## src/hdl/sisc_pkg.sv

```systemverilog
// sisc_pkg: shared types and constants of the stereo matching cost block
// used by sisc_side and sampling_insensitive_stereo_cost_top; no dependencies
`default_nettype none

package sisc_pkg;

   // pixel and item field widths
   localparam int PIXEL_BITS    = 8;
   localparam int PORT_PIX_BITS = 8;
   localparam int HALF_BITS     = PIXEL_BITS + 1;
   localparam int DISP_BITS     = 8;
   localparam int COL_BITS      = 12;
   localparam int WIDTH_BITS    = 13;
   localparam int COST_BITS     = 6;

   // configuration port
   localparam int CSR_DATA_BITS  = 13;
   localparam int CSR_INDEX_BITS = 1;

   typedef enum logic [CSR_INDEX_BITS-1:0] {
      CSR_IMAGE_WIDTH   = 1'b0,
      CSR_MAX_DISPARITY = 1'b1
   } csr_index_type;

   // register reset values
   localparam logic [WIDTH_BITS-1:0] IMAGE_WIDTH_RESET   = WIDTH_BITS'(640);
   localparam logic [DISP_BITS-1:0]  MAX_DISPARITY_RESET = DISP_BITS'(63);

   // cost clamp, 20.0 grey levels in half units
   localparam logic [COST_BITS-1:0] COST_CLAMP_HALF = COST_BITS'(40);

   // which neighbours of an image position exist
   typedef struct packed {
      logic has_prev;
      logic has_next;
   } sisc_nbr_type;

   // outcome of one side of the measure
   typedef struct packed {
      logic                 hit;
      logic [HALF_BITS-1:0] distance;
   } sisc_side_type;

endpackage

`default_nettype wire

```

## src/hdl/sisc_side.sv

```systemverilog
// sisc_side: one direction of the sampling-insensitive dissimilarity
// distance from a centre to the other image's centre and half-samples
// depends on sisc_pkg
`default_nettype none

module sisc_side (
   input  wire logic [sisc_pkg::HALF_BITS-1:0]  own2,
   input  wire logic [sisc_pkg::HALF_BITS-1:0]  oc2,
   input  wire logic [sisc_pkg::PIXEL_BITS-1:0] op,
   input  wire logic [sisc_pkg::PIXEL_BITS-1:0] on,
   input  wire sisc_pkg::sisc_nbr_type          nbr,
   output sisc_pkg::sisc_side_type              res
);

   localparam int HB = sisc_pkg::HALF_BITS;

   function automatic logic [HB-1:0] absdiff(input logic [HB-1:0] a, input logic [HB-1:0] b);
      absdiff = (a > b) ? (a - b) : (b - a);
   endfunction

   // b lies inclusively between a and c
   function automatic logic between(input logic [HB-1:0] a, input logic [HB-1:0] b,
                                    input logic [HB-1:0] c);
      between = !((b > a) && (b > c)) && !((b < a) && (b < c));
   endfunction

   logic [HB-1:0] half_n;
   logic [HB-1:0] half_p;
   logic [HB-1:0] dist_c;
   logic [HB-1:0] dist_n;
   logic [HB-1:0] dist_p;
   logic [HB-1:0] best;

   // half-sample averages in half units
   assign half_n = {1'b0, oc2[HB-1:1]} + {1'b0, on};
   assign half_p = {1'b0, oc2[HB-1:1]} + {1'b0, op};

   assign dist_c = absdiff(own2, oc2);
   assign dist_n = absdiff(own2, half_n);
   assign dist_p = absdiff(own2, half_p);

   // minimum over the centre and the existing half-samples
   always_comb begin
      best = dist_c;
      if (nbr.has_next && (dist_n < best)) begin
         best = dist_n;
      end
      if (nbr.has_prev && (dist_p < best)) begin
         best = dist_p;
      end
   end

   assign res.hit      = (nbr.has_next && between(half_n, own2, oc2)) ||
                         (nbr.has_prev && between(half_p, own2, oc2));
   assign res.distance = best;

endmodule

`default_nettype wire

```

## src/hdl/sampling_insensitive_stereo_cost_top.sv

```systemverilog
// sampling_insensitive_stereo_cost_top: per-pixel stereo matching cost
// input register, cost logic and result register; depends on sisc_pkg, sisc_side
`default_nettype none

// Usage
// - request channel: an item is taken at a rising edge with start high and
//   busy low; busy is always low, so one item may be taken every cycle
// - the item carries disparity, left column and three left and three right
//   grey pixels around the left pixel and its right-image match
// - result channel: rsp_valid strobes for one cycle with rsp_cost_half
//   (half grey levels, 0..40) and rsp_out_of_range; it cannot be held off
// - the accepting edge loads the input register; the result register, loaded
//   from it through the cost logic, drives the result channel
// - throughput is one item per cycle, set by the single pass of cost logic
//   between the two registers
// - configuration: csr_we writes csr_wdata to register csr_index
//   (image_width, max_disparity); write only while no item is in flight
// - reset (synchronous, active high) drops any item in flight and restores
//   image_width 640 and max_disparity 63

module sampling_insensitive_stereo_cost_top (
   input  wire logic                                 clock,
   input  wire logic                                 reset,
   input  wire logic                                 start,
   output logic                                      busy,
   input  wire logic [sisc_pkg::DISP_BITS-1:0]       req_disparity,
   input  wire logic [sisc_pkg::COL_BITS-1:0]        req_column,
   input  wire logic [sisc_pkg::PORT_PIX_BITS-1:0]   req_left_center,
   input  wire logic [sisc_pkg::PORT_PIX_BITS-1:0]   req_left_prev,
   input  wire logic [sisc_pkg::PORT_PIX_BITS-1:0]   req_left_next,
   input  wire logic [sisc_pkg::PORT_PIX_BITS-1:0]   req_right_match,
   input  wire logic [sisc_pkg::PORT_PIX_BITS-1:0]   req_right_prev,
   input  wire logic [sisc_pkg::PORT_PIX_BITS-1:0]   req_right_next,
   output logic                                      rsp_valid,
   output logic [sisc_pkg::COST_BITS-1:0]            rsp_cost_half,
   output logic                                      rsp_out_of_range,
   input  wire logic                                 csr_we,
   input  wire logic [sisc_pkg::CSR_INDEX_BITS-1:0]  csr_index,
   input  wire logic [sisc_pkg::CSR_DATA_BITS-1:0]   csr_wdata
);

   localparam int PB = sisc_pkg::PIXEL_BITS;
   localparam int HB = sisc_pkg::HALF_BITS;
   localparam int DB = sisc_pkg::DISP_BITS;
   localparam int CB = sisc_pkg::COL_BITS;
   localparam int WB = sisc_pkg::WIDTH_BITS;
   localparam int KB = sisc_pkg::COST_BITS;

   // configuration registers
   logic [WB-1:0] width_ff;
   logic [DB-1:0] max_disp_ff;

   // input register
   logic          valid_ff;
   logic [DB-1:0] disp_ff;
   logic [CB-1:0] col_ff;
   logic [PB-1:0] lc_ff, lp_ff, ln_ff, rc_ff, rp_ff, rn_ff;

   // result register
   logic          rsp_valid_ff;
   logic [KB-1:0] rsp_cost_ff;
   logic          rsp_oor_ff;

   logic          accept;
   logic          oor;
   logic [CB-1:0] q;
   sisc_pkg::sisc_nbr_type  lnbr, rnbr;
   sisc_pkg::sisc_side_type fwd, rev;
   logic [HB-1:0] dmin;
   logic [KB-1:0] cost_in;

   assign busy   = 1'b0;
   assign accept = start && !busy;

   // configuration writes
   always_ff @(posedge clock) begin
      if (reset) begin
         width_ff    <= sisc_pkg::IMAGE_WIDTH_RESET;
         max_disp_ff <= sisc_pkg::MAX_DISPARITY_RESET;
      end else if (csr_we) begin
         case (sisc_pkg::csr_index_type'(csr_index))
            sisc_pkg::CSR_IMAGE_WIDTH:   width_ff    <= csr_wdata[WB-1:0];
            sisc_pkg::CSR_MAX_DISPARITY: max_disp_ff <= csr_wdata[DB-1:0];
            default: ;
         endcase
      end
   end

   // input register
   always_ff @(posedge clock) begin
      if (reset) begin
         valid_ff <= 1'b0;
      end else begin
         valid_ff <= accept;
      end
   end

   always_ff @(posedge clock) begin
      if (accept) begin
         disp_ff <= req_disparity;
         col_ff  <= req_column;
         lc_ff   <= req_left_center[PB-1:0];
         lp_ff   <= req_left_prev[PB-1:0];
         ln_ff   <= req_left_next[PB-1:0];
         rc_ff   <= req_right_match[PB-1:0];
         rp_ff   <= req_right_prev[PB-1:0];
         rn_ff   <= req_right_next[PB-1:0];
      end
   end

   // range check and matched column
   assign oor = (disp_ff > max_disp_ff) || (col_ff < CB'(disp_ff));
   assign q   = col_ff - CB'(disp_ff);

   // image edges; the left edge wins when a position is at both
   always_comb begin
      rnbr = '{has_prev: 1'b1, has_next: 1'b1};
      if (q == '0) begin
         rnbr.has_prev = 1'b0;
      end else if ((WB'(q) + WB'(1)) == width_ff) begin
         rnbr.has_next = 1'b0;
      end
      lnbr = '{has_prev: 1'b1, has_next: 1'b1};
      if (col_ff == '0) begin
         lnbr.has_prev = 1'b0;
      end else if ((WB'(col_ff) + WB'(1)) == width_ff) begin
         lnbr.has_next = 1'b0;
      end
   end

   // forward: left centre against the right image
   sisc_side u_fwd (
      .own2 ({lc_ff, 1'b0}),
      .oc2  ({rc_ff, 1'b0}),
      .op   (rp_ff),
      .on   (rn_ff),
      .nbr  (rnbr),
      .res  (fwd)
   );

   // reverse: right centre against the left image
   sisc_side u_rev (
      .own2 ({rc_ff, 1'b0}),
      .oc2  ({lc_ff, 1'b0}),
      .op   (lp_ff),
      .on   (ln_ff),
      .nbr  (lnbr),
      .res  (rev)
   );

   // smaller distance, clamped
   assign dmin = (fwd.distance < rev.distance) ? fwd.distance : rev.distance;

   always_comb begin
      if (oor || fwd.hit || rev.hit) begin
         cost_in = '0;
      end else if (dmin > HB'(sisc_pkg::COST_CLAMP_HALF)) begin
         cost_in = sisc_pkg::COST_CLAMP_HALF;
      end else begin
         cost_in = dmin[KB-1:0];
      end
   end

   // result register
   always_ff @(posedge clock) begin
      if (reset) begin
         rsp_valid_ff <= 1'b0;
      end else begin
         rsp_valid_ff <= valid_ff;
      end
   end

   always_ff @(posedge clock) begin
      if (valid_ff) begin
         rsp_cost_ff <= cost_in;
         rsp_oor_ff  <= oor;
      end
   end

   assign rsp_valid        = rsp_valid_ff;
   assign rsp_cost_half    = rsp_cost_ff;
   assign rsp_out_of_range = rsp_oor_ff;

   // checks
   a_cost_clamped: assert property (@(posedge clock) disable iff (reset)
      rsp_valid |-> (rsp_cost_half <= sisc_pkg::COST_CLAMP_HALF))
      else $error("cost above clamp");

   a_oor_zero: assert property (@(posedge clock) disable iff (reset)
      (rsp_valid && rsp_out_of_range) |-> (rsp_cost_half == '0))
      else $error("out of range item with nonzero cost");

   a_item_flows: assert property (@(posedge clock) disable iff (reset)
      valid_ff |=> rsp_valid)
      else $error("registered item produced no result");

   a_result_has_item: assert property (@(posedge clock) disable iff (reset)
      rsp_valid |-> $past(start, 2))
      else $error("result without an accepted item");

endmodule

`default_nettype wire

```

## config.mk

```make
export PLATFORM = sky130hd
export DESIGN_NAME = sampling_insensitive_stereo_cost_top
export DESIGN_NICKNAME = d
export VERILOG_FILES = /design/src/hdl/sisc_pkg.sv /design/src/hdl/sisc_side.sv /design/src/hdl/sampling_insensitive_stereo_cost_top.sv
export SDC_FILE = /design/constraint.sdc
export NUM_CORES = 1
export LEC_CHECK = 0
export ABC_CLOCK_PERIOD_IN_PS = 24200
export BUFFER_PORTS_ARGS = -buffer_cell sky130_fd_sc_hd__buf_2
export CORE_AREA = 2 2 136 138
export DETAILED_ROUTE_END_ITERATION = 6
export DIE_AREA = 0 0 138 140
export PLACE_DENSITY = 0.95
export SYNTH_ARGS = -nofsm -noshare
export SYNTH_HDL_FRONTEND = slang
export SYNTH_SLANG_ARGS = --single-unit
```

## constraint.sdc

```tcl
create_clock -name clock -period 24.2 [get_ports clock]
set_input_delay 2.42 -clock clock [delete_from_list [all_inputs] [get_ports clock]]
set_output_delay 2.42 -clock clock [all_outputs]
set_load 0.01 [all_outputs]
```

==> run summary, run 1 <==
outcome = completed
RSZ-0062 raised after global routing = no
CTS root buf = clkbuf_16
Setup violations, final = 0
Worst Path Max Fanout = 17
Mapped Cells = 1,350
initial antenna violation count = 0
Synth area leaders = edfxtp_1 (19%), ha_1 (18%), a21oi_1 (5.3%)
Final min period = 12.01 ns
DR iter-0 viols = 1,214
number of vias in the routed layout = 10,798
DP HPWL = 25,900 um
final core utilization = 71.3%
die footprint = 19,300 um^2
Slowest Stage Delay on Critical Path = 0.66 ns
Top FF cell, synth = edfxtp_1
Slew @ Worst Pin = 1.07 ns
fillers = 1,349
placed cells = 1,632
post-synthesis sequential area ratio = 23.0%
port bufs = 93
Worst Path Buf+Inv = 3
final hold vios = 0
clock sink total = 98
distinct cell type count after synthesis = 98
core footprint = 17,800 um^2
Die Wd = 138 um
IO Count = 95
most common cell after layout, fill and taps aside = ha_1
Die Height = 140 um
number of synthesized flops with an enable pin = 75
CP Capture Type = register
Final period util = 49.6%
Synth Cell Area = 11,800 um^2
post-synthesis async set-or-reset flop share = 0%
slew margin rel. = 28.6%
final net count = 1,681
number of global-route vias before repair = 10,257
critical path class = register to register
Seq cells post-synth = 98
gr usage total = 33.0%
Place WS = 12.47 ns
Final Slew Violations = 0
fin worst setup slack = 12.19 ns
CTS tree = done
Synth top area share = 19.1%
area leader, netlist = edfxtp_1
hold buffer count at cts = 0
Crit-path slowest cell = edfxtp_1
TritonCTS Buffers = 9
highest clock rate = 83.3 MHz
max cap viols = 0
first-pass GRT wire length = 51,900 um
drt pass-1 iters = 6
most frequent cells in the layout = ha_1 (166), inv_1 (129), a21oi_1 (124)
Ys Warns = 0
grt ovf = 0
Synthesized Nets = 1,617
post-route setup TNS = 0 ns
H-tree depth = 3
Post-route DRC = 0
Syn-to-layout area delta = 7.31%
setup bufs post-CTS = 0
Clock Tree Buf Depth = 2
family with the most delay on the worst path = compound AO/OA/AOI/OAI gates
clk_lat worst skew = 0.35 ns
Layout Cells excl Fill = 1,648
Routability Congestion = 1.04
Initial Utilization = 66.4%
ant diodes = 0
ANT nets after route = 0
Worst EP arrival = 12.13 ns
Tightest Hold Check Type = register to register
post-cts resize count = 0
clk_skew = 0.00594 ns
Via density = 6.55
WL final = 32,600 um
Rows = 49
clk slew on worst S/H paths = 0.07 ns
Mapped Avg Cell Area = 8.75 um^2
post-DR wirelength/cell = 19.8 um
share of cells above drive strength 1 = 11.6%
largest net degree at the start of global routing = 70
Setup crit start kind = register
Worst Path Required = 24.32 ns
cells in the mapped netlist (all sizes together) (22+ instances only):
| cell type | number |
|---|---|
| nand2 | 95 |
| and3 | 23 |
| o21bai | 23 |
| nor2 | 63 |
| edfxtp | 75 |
| dfxtp | 23 |
| clkbuf | 22 |
| nand2b | 22 |
| o21ai | 53 |
| mux2i | 35 |
| inv | 129 |
| nand4 | 26 |
| ha | 166 |
| a21oi | 127 |
| xnor2 | 65 |
| nand3 | 26 |
| a21o | 42 |
| xor2 | 32 |
| nor2b | 24 |
cell families (layout without fill, tap and decap cells):
group	after synthesis	after routing	synth area share [%]
compound gates	381	381	22.2
fa+ha+maj	183	183	20.3
buf+inv	172	241	5.86
other cells	1	1	0.0318
simple gates	367	367	16.4
xor+xnor	99	99	7.81
mux	49	49	4.40
flops	98	98	23.0
metal layers:
| metal | wire length [um] | track usage [%] | share of wire [%] | vias to the layer above |
|---|---|---|---|---|
| met2 | 14800 | 53.4 | 46 | 617 |
| met4 | 1100 | 10.9 | 3.4 | 0 |
| li1 | - | - | - | 5037 |
| met5 | 0 | 0 | 0 | - |
| met1 | 13300 | 44.6 | 41 | 5037 |
| met3 | 3320 | 6.53 | 10 | 107 |
worst register-to-register path: cells and delay by family, from the launching register on:
family / cells / cell delay (ns)
adders and majority gates: 5 / 1.70
DFF: 1 / 0.66
AOI/OAI and AO/OA: 22 / 4.99
and+or+nand+nor: 14 / 2.47
muxes: 3 / 1.08
xor gates and xnor gates: 1 / 0.24
buffers and inverters: 3 / 0.65
state kept, by name, indices dropped and copies added (netlist names):
| name | count |
|---|---|
| disp_ff | 8 |
| width_ff | 13 |
| rsp_cost_half | 6 |
| col_ff | 12 |
| max_disp_ff | 8 |
| rsp_valid | 1 |
| rn_ff | 8 |
| rsp_out_of_range | 1 |
| valid_ff | 1 |
| rp_ff | 8 |
| lp_ff | 8 |
| rc_ff | 8 |
| lc_ff | 8 |
| ln_ff | 8 |
metrics by stage:
step	hold WS (ns)	instance area (um^2)
after global placement	0.444	12400
after global routing	0.497	12700
final	0.464	12700
after CTS	0.467	12700
after detailed placement	0.451	12400
after floorplan	0.435	11800
final cells by class:
| type | instances | area [um^2] | share of cell area (%) |
|---|---|---|---|
| flip-flops and latches | 98 | 2710 | 21.4 |
| clock buffers | 10 | 239 | 1.89 |
| clock inverters | 6 | 57.6 | 0.454 |
| repair buffers | 96 | 488 | 3.85 |
| multi-input cells | 1080 | 8400 | 66.3 |
| inverters | 129 | 484 | 3.82 |
| well taps | 229 | 287 | 2.26 |
final timing paths:
| kind | from | to | slack, ns | depth (start not counted) |
|---|---|---|---|---|
| max | lc_ff[1] | rsp_cost_half[0] | 12.19 | 48 |
| min | max_disp_ff[2] | max_disp_ff[2] | 0.46 | 1 |
| max reg2reg | lc_ff[1] | rsp_cost_half[0] | 12.19 | 48 |
| min reg2reg | max_disp_ff[2] | max_disp_ff[2] | 0.46 | 1 |
Power of run 1 is not shown: default switching activity piles up to over one toggle a cycle in this logic, so the estimate is an artifact.
==> inputs of run 2 (changes only) <==
--- a/config.mk
+++ b/config.mk
@@ -5,12 +5,13 @@
 export SDC_FILE = /design/constraint.sdc
 export NUM_CORES = 1
 export LEC_CHECK = 0
-export ABC_CLOCK_PERIOD_IN_PS = 24200
+export ABC_AREA = 1
+export ABC_CLOCK_PERIOD_IN_PS = 10300
 export BUFFER_PORTS_ARGS = -buffer_cell sky130_fd_sc_hd__buf_2
-export CORE_AREA = 2 2 136 138
+export CORE_AREA = 2 2 144 146
 export DETAILED_ROUTE_END_ITERATION = 6
-export DIE_AREA = 0 0 138 140
-export PLACE_DENSITY = 0.95
+export DIE_AREA = 0 0 146 148
+export PLACE_DENSITY = 0.86
 export SYNTH_ARGS = -nofsm -noshare
 export SYNTH_HDL_FRONTEND = slang
 export SYNTH_SLANG_ARGS = --single-unit
==> constraint.sdc (replaced) <==
create_clock -name clock -period 10.3 [get_ports clock]
set_input_delay 1.03 -clock clock [delete_from_list [all_inputs] [get_ports clock]]
set_output_delay 1.03 -clock clock [all_outputs]
set_load 0.01 [all_outputs]
==> run 2 against run 1 <==
  * Final cell count is 11% higher
  * First-iteration DRC count is 29% lower
  * Routed wire length is 12% lower
  * Die area is 12% higher
  * Worst hold slack better by 0.010 ns
  * Highest routed layer unchanged
  * Setup slack worse by 11 ns
  * Synthesized area is 6.7% lower
==> run summary, run 2 <==
outcome = completed
grt ovf = 0
post-cts resize count = 0
Leak = 6.15 nW
most frequent cells after synthesis = nand2_1 (320), inv_1 (235), ha_1 (166), a21oi_1 (112), nand3_1 (81)
Post-Layout Inst Area = 12,000 um^2
peak supply drop = 0.000445 V
Routability Congestion = 1.05
clk slew on worst S/H paths = 0.08 ns
max cap viols = 0
post-synthesis async set-or-reset flop share = 0%
clock sink total = 98
sequential standard cell area = 2710 um^2
share of cells above drive strength 1 = 11.2%
Sw Share = 56.2%
clk_skew = 0.0103 ns
number of global-route vias before repair = 9,472
highest clock rate = 106 MHz
Clock Tree Buf Depth = 2
WL final = 28,700 um
final core utilization = 59.8%
multi-input logic area = 7280 um^2
fillers = 1,816
core footprint = 20,000 um^2
ant diodes = 0
post-DR wirelength/cell = 15.7 um
Gate power share = 80.0%
Worst EP arrival = 9.56 ns
placed inst area = 11,700 um^2
Die Height = 148 um
first-pass GRT wire length = 46,100 um
CTS root buf = clkbuf_16
gr usage total = 26.2%
Tightest Hold Check Type = register to register
CTS tree = done
Worst Path Required = 10.41 ns
Top reg by flops = width_ff
Reg power frac = 12.1%
number of vias in the routed layout = 10,147
Mapped Avg Cell Area = 7.51 um^2
worst r2r src = lc_ff[1]
Synth area leaders = edfxtp_1 (20%), ha_1 (19%), nand2_1 (11%)
distinct cell type count after synthesis = 51
most common cell in the synthesized netlist = nand2_1
Initial Utilization = 55.0%
Slowest Stage Delay on Critical Path = 0.71 ns
Worst Path Max Fanout = 17
H-tree depth = 3
post-synthesis sequential area ratio = 24.6%
largest net degree at the start of global routing = 70
Final Slew Violations = 0
Mapped Cells = 1,466
Ys Warns = 0
final net count = 1,818
DR iter-0 viols = 858
Worst path most repeated cell = nand2_1
Final min period = 9.45 ns
Psw = 2.30 mW
Syn-to-layout area delta = 8.84%
setup bufs post-CTS = 0
RSZ-0062 raised after global routing = no
post-route setup TNS = 0 ns
Synthesized Nets = 1,733
most common cell after layout, fill and taps aside = nand2_1
Via density = 5.56
Synth top area share = 20.5%
slew margin rel. = 41.2%
Crit-path slowest cell = edfxtp_1
IO Count = 95
hold_sp = max_disp_ff[7]
max FFs per register = 13
P per Cell Area = 341 nW/um^2
area leader, netlist = edfxtp_1
initial antenna violation count = 0
Synth Cell Area = 11,000 um^2
Post-route DRC = 0
number of synthesized flops with an enable pin = 75
Top FF cell, synth = edfxtp_1
die footprint = 21,600 um^2
CP Capture Type = register
TritonCTS Buffers = 9
port bufs = 93
largest registers = width_ff x13, col_ff x12
Setup violations, final = 0
Clk pwr share = 7.9%
hold buffer count at cts = 0
source of the critical timing path = lc_ff[1]
clk_lat worst skew = 0.36 ns
Setup crit start kind = register
Rows = 52
final hold vios = 0
critical path class = register to register
most frequent cells in the layout = nand2_1 (320), inv_1 (235), ha_1 (166)
Slew @ Worst Pin = 0.882 ns
DP HPWL = 23,600 um
ANT nets after route = 0
drt pass-1 iters = 5
Seq cells post-synth = 98
Final period util = 91.7%
internal power = 1.79 mW
Die Wd = 146 um
## run 2: worst max-delay path, delay by kind of cell (launching register included)
kind / cells / cell delay [ns]
AND/OR/NAND/NOR: 19 / 2.17
flip-flops: 1 / 0.71
AO/OA/AOI/OAI: 15 / 3.34
XOR/XNOR: 2 / 0.41
adder cells (fa/ha/maj): 5 / 1.77
buffers and inverters: 5 / 0.80
## run 2: kinds of logic after synthesis
family,count (synthesis),synth area share (%)
AO/OA/AOI/OAI,276,14.4
flip-flops,98,24.6
AND/OR/NAND/NOR,563,22.9
other,1,0.0341
adder cells (fa/ha/maj),181,21.6
buffers and inverters,261,9.29
multiplexers,6,0.579
XOR/XNOR,80,6.53
## run 2: worst paths after layout
| check | slack, ns | depth (start not counted) | to |
|---|---|---|---|
| setup / recovery | 0.85 | 46 | rsp_cost_half[0] |
| hold / removal | 0.47 | 2 | max_disp_ff[7] |
| setup reg to reg | 0.85 | 46 | rsp_cost_half[0] |
| hold reg to reg | 0.47 | 2 | max_disp_ff[7] |
## run 2: area by class of cell
| cell class | instances | share of cell area [%] |
|---|---|---|
| inverters | 240 | 7.52 |
| clock inverters | 6 | 0.407 |
| flip-flops and latches | 98 | 22.6 |
| clock buffers | 10 | 1.91 |
| well taps | 270 | 2.82 |
| repair buffers | 95 | 4.01 |
| multi-input cells | 1107 | 60.7 |
## run 2: metrics by stage
stage	hold WS [ns]	total power, mW	worst slack, ns	instances
floorplan	0.435	3.10	2.37	1466
global placement	0.451	3.62	1.12	1810
detailed placement	0.469	3.71	1.03	1810
CTS	0.479	4.05	0.990	1826
global route	0.518	4.54	0.140	1826
finish	0.474	4.09	0.851	1826
## run 2: routing by layer
metal  vias up  GRT usage, %  wire length (um)
met1      4674          35.4             12700
met3        67          4.20              2110
met2       367          43.1             13100
met4         0          8.93               846
met5         -             0                 0
li1       5039             -                 -
## run 2: power groups by stage
stage | clock network [mW] | logic (mW) | registers (mW)
floorplan | 0 | 2.61 | 0.486
global placement | 0 | 3.12 | 0.501
detailed placement | 0 | 3.21 | 0.502
CTS | 0.327 | 3.23 | 0.493
global route | 0.341 | 3.70 | 0.497
finish | 0.324 | 3.27 | 0.494
Note: power is estimated with default switching activity, not from simulation.
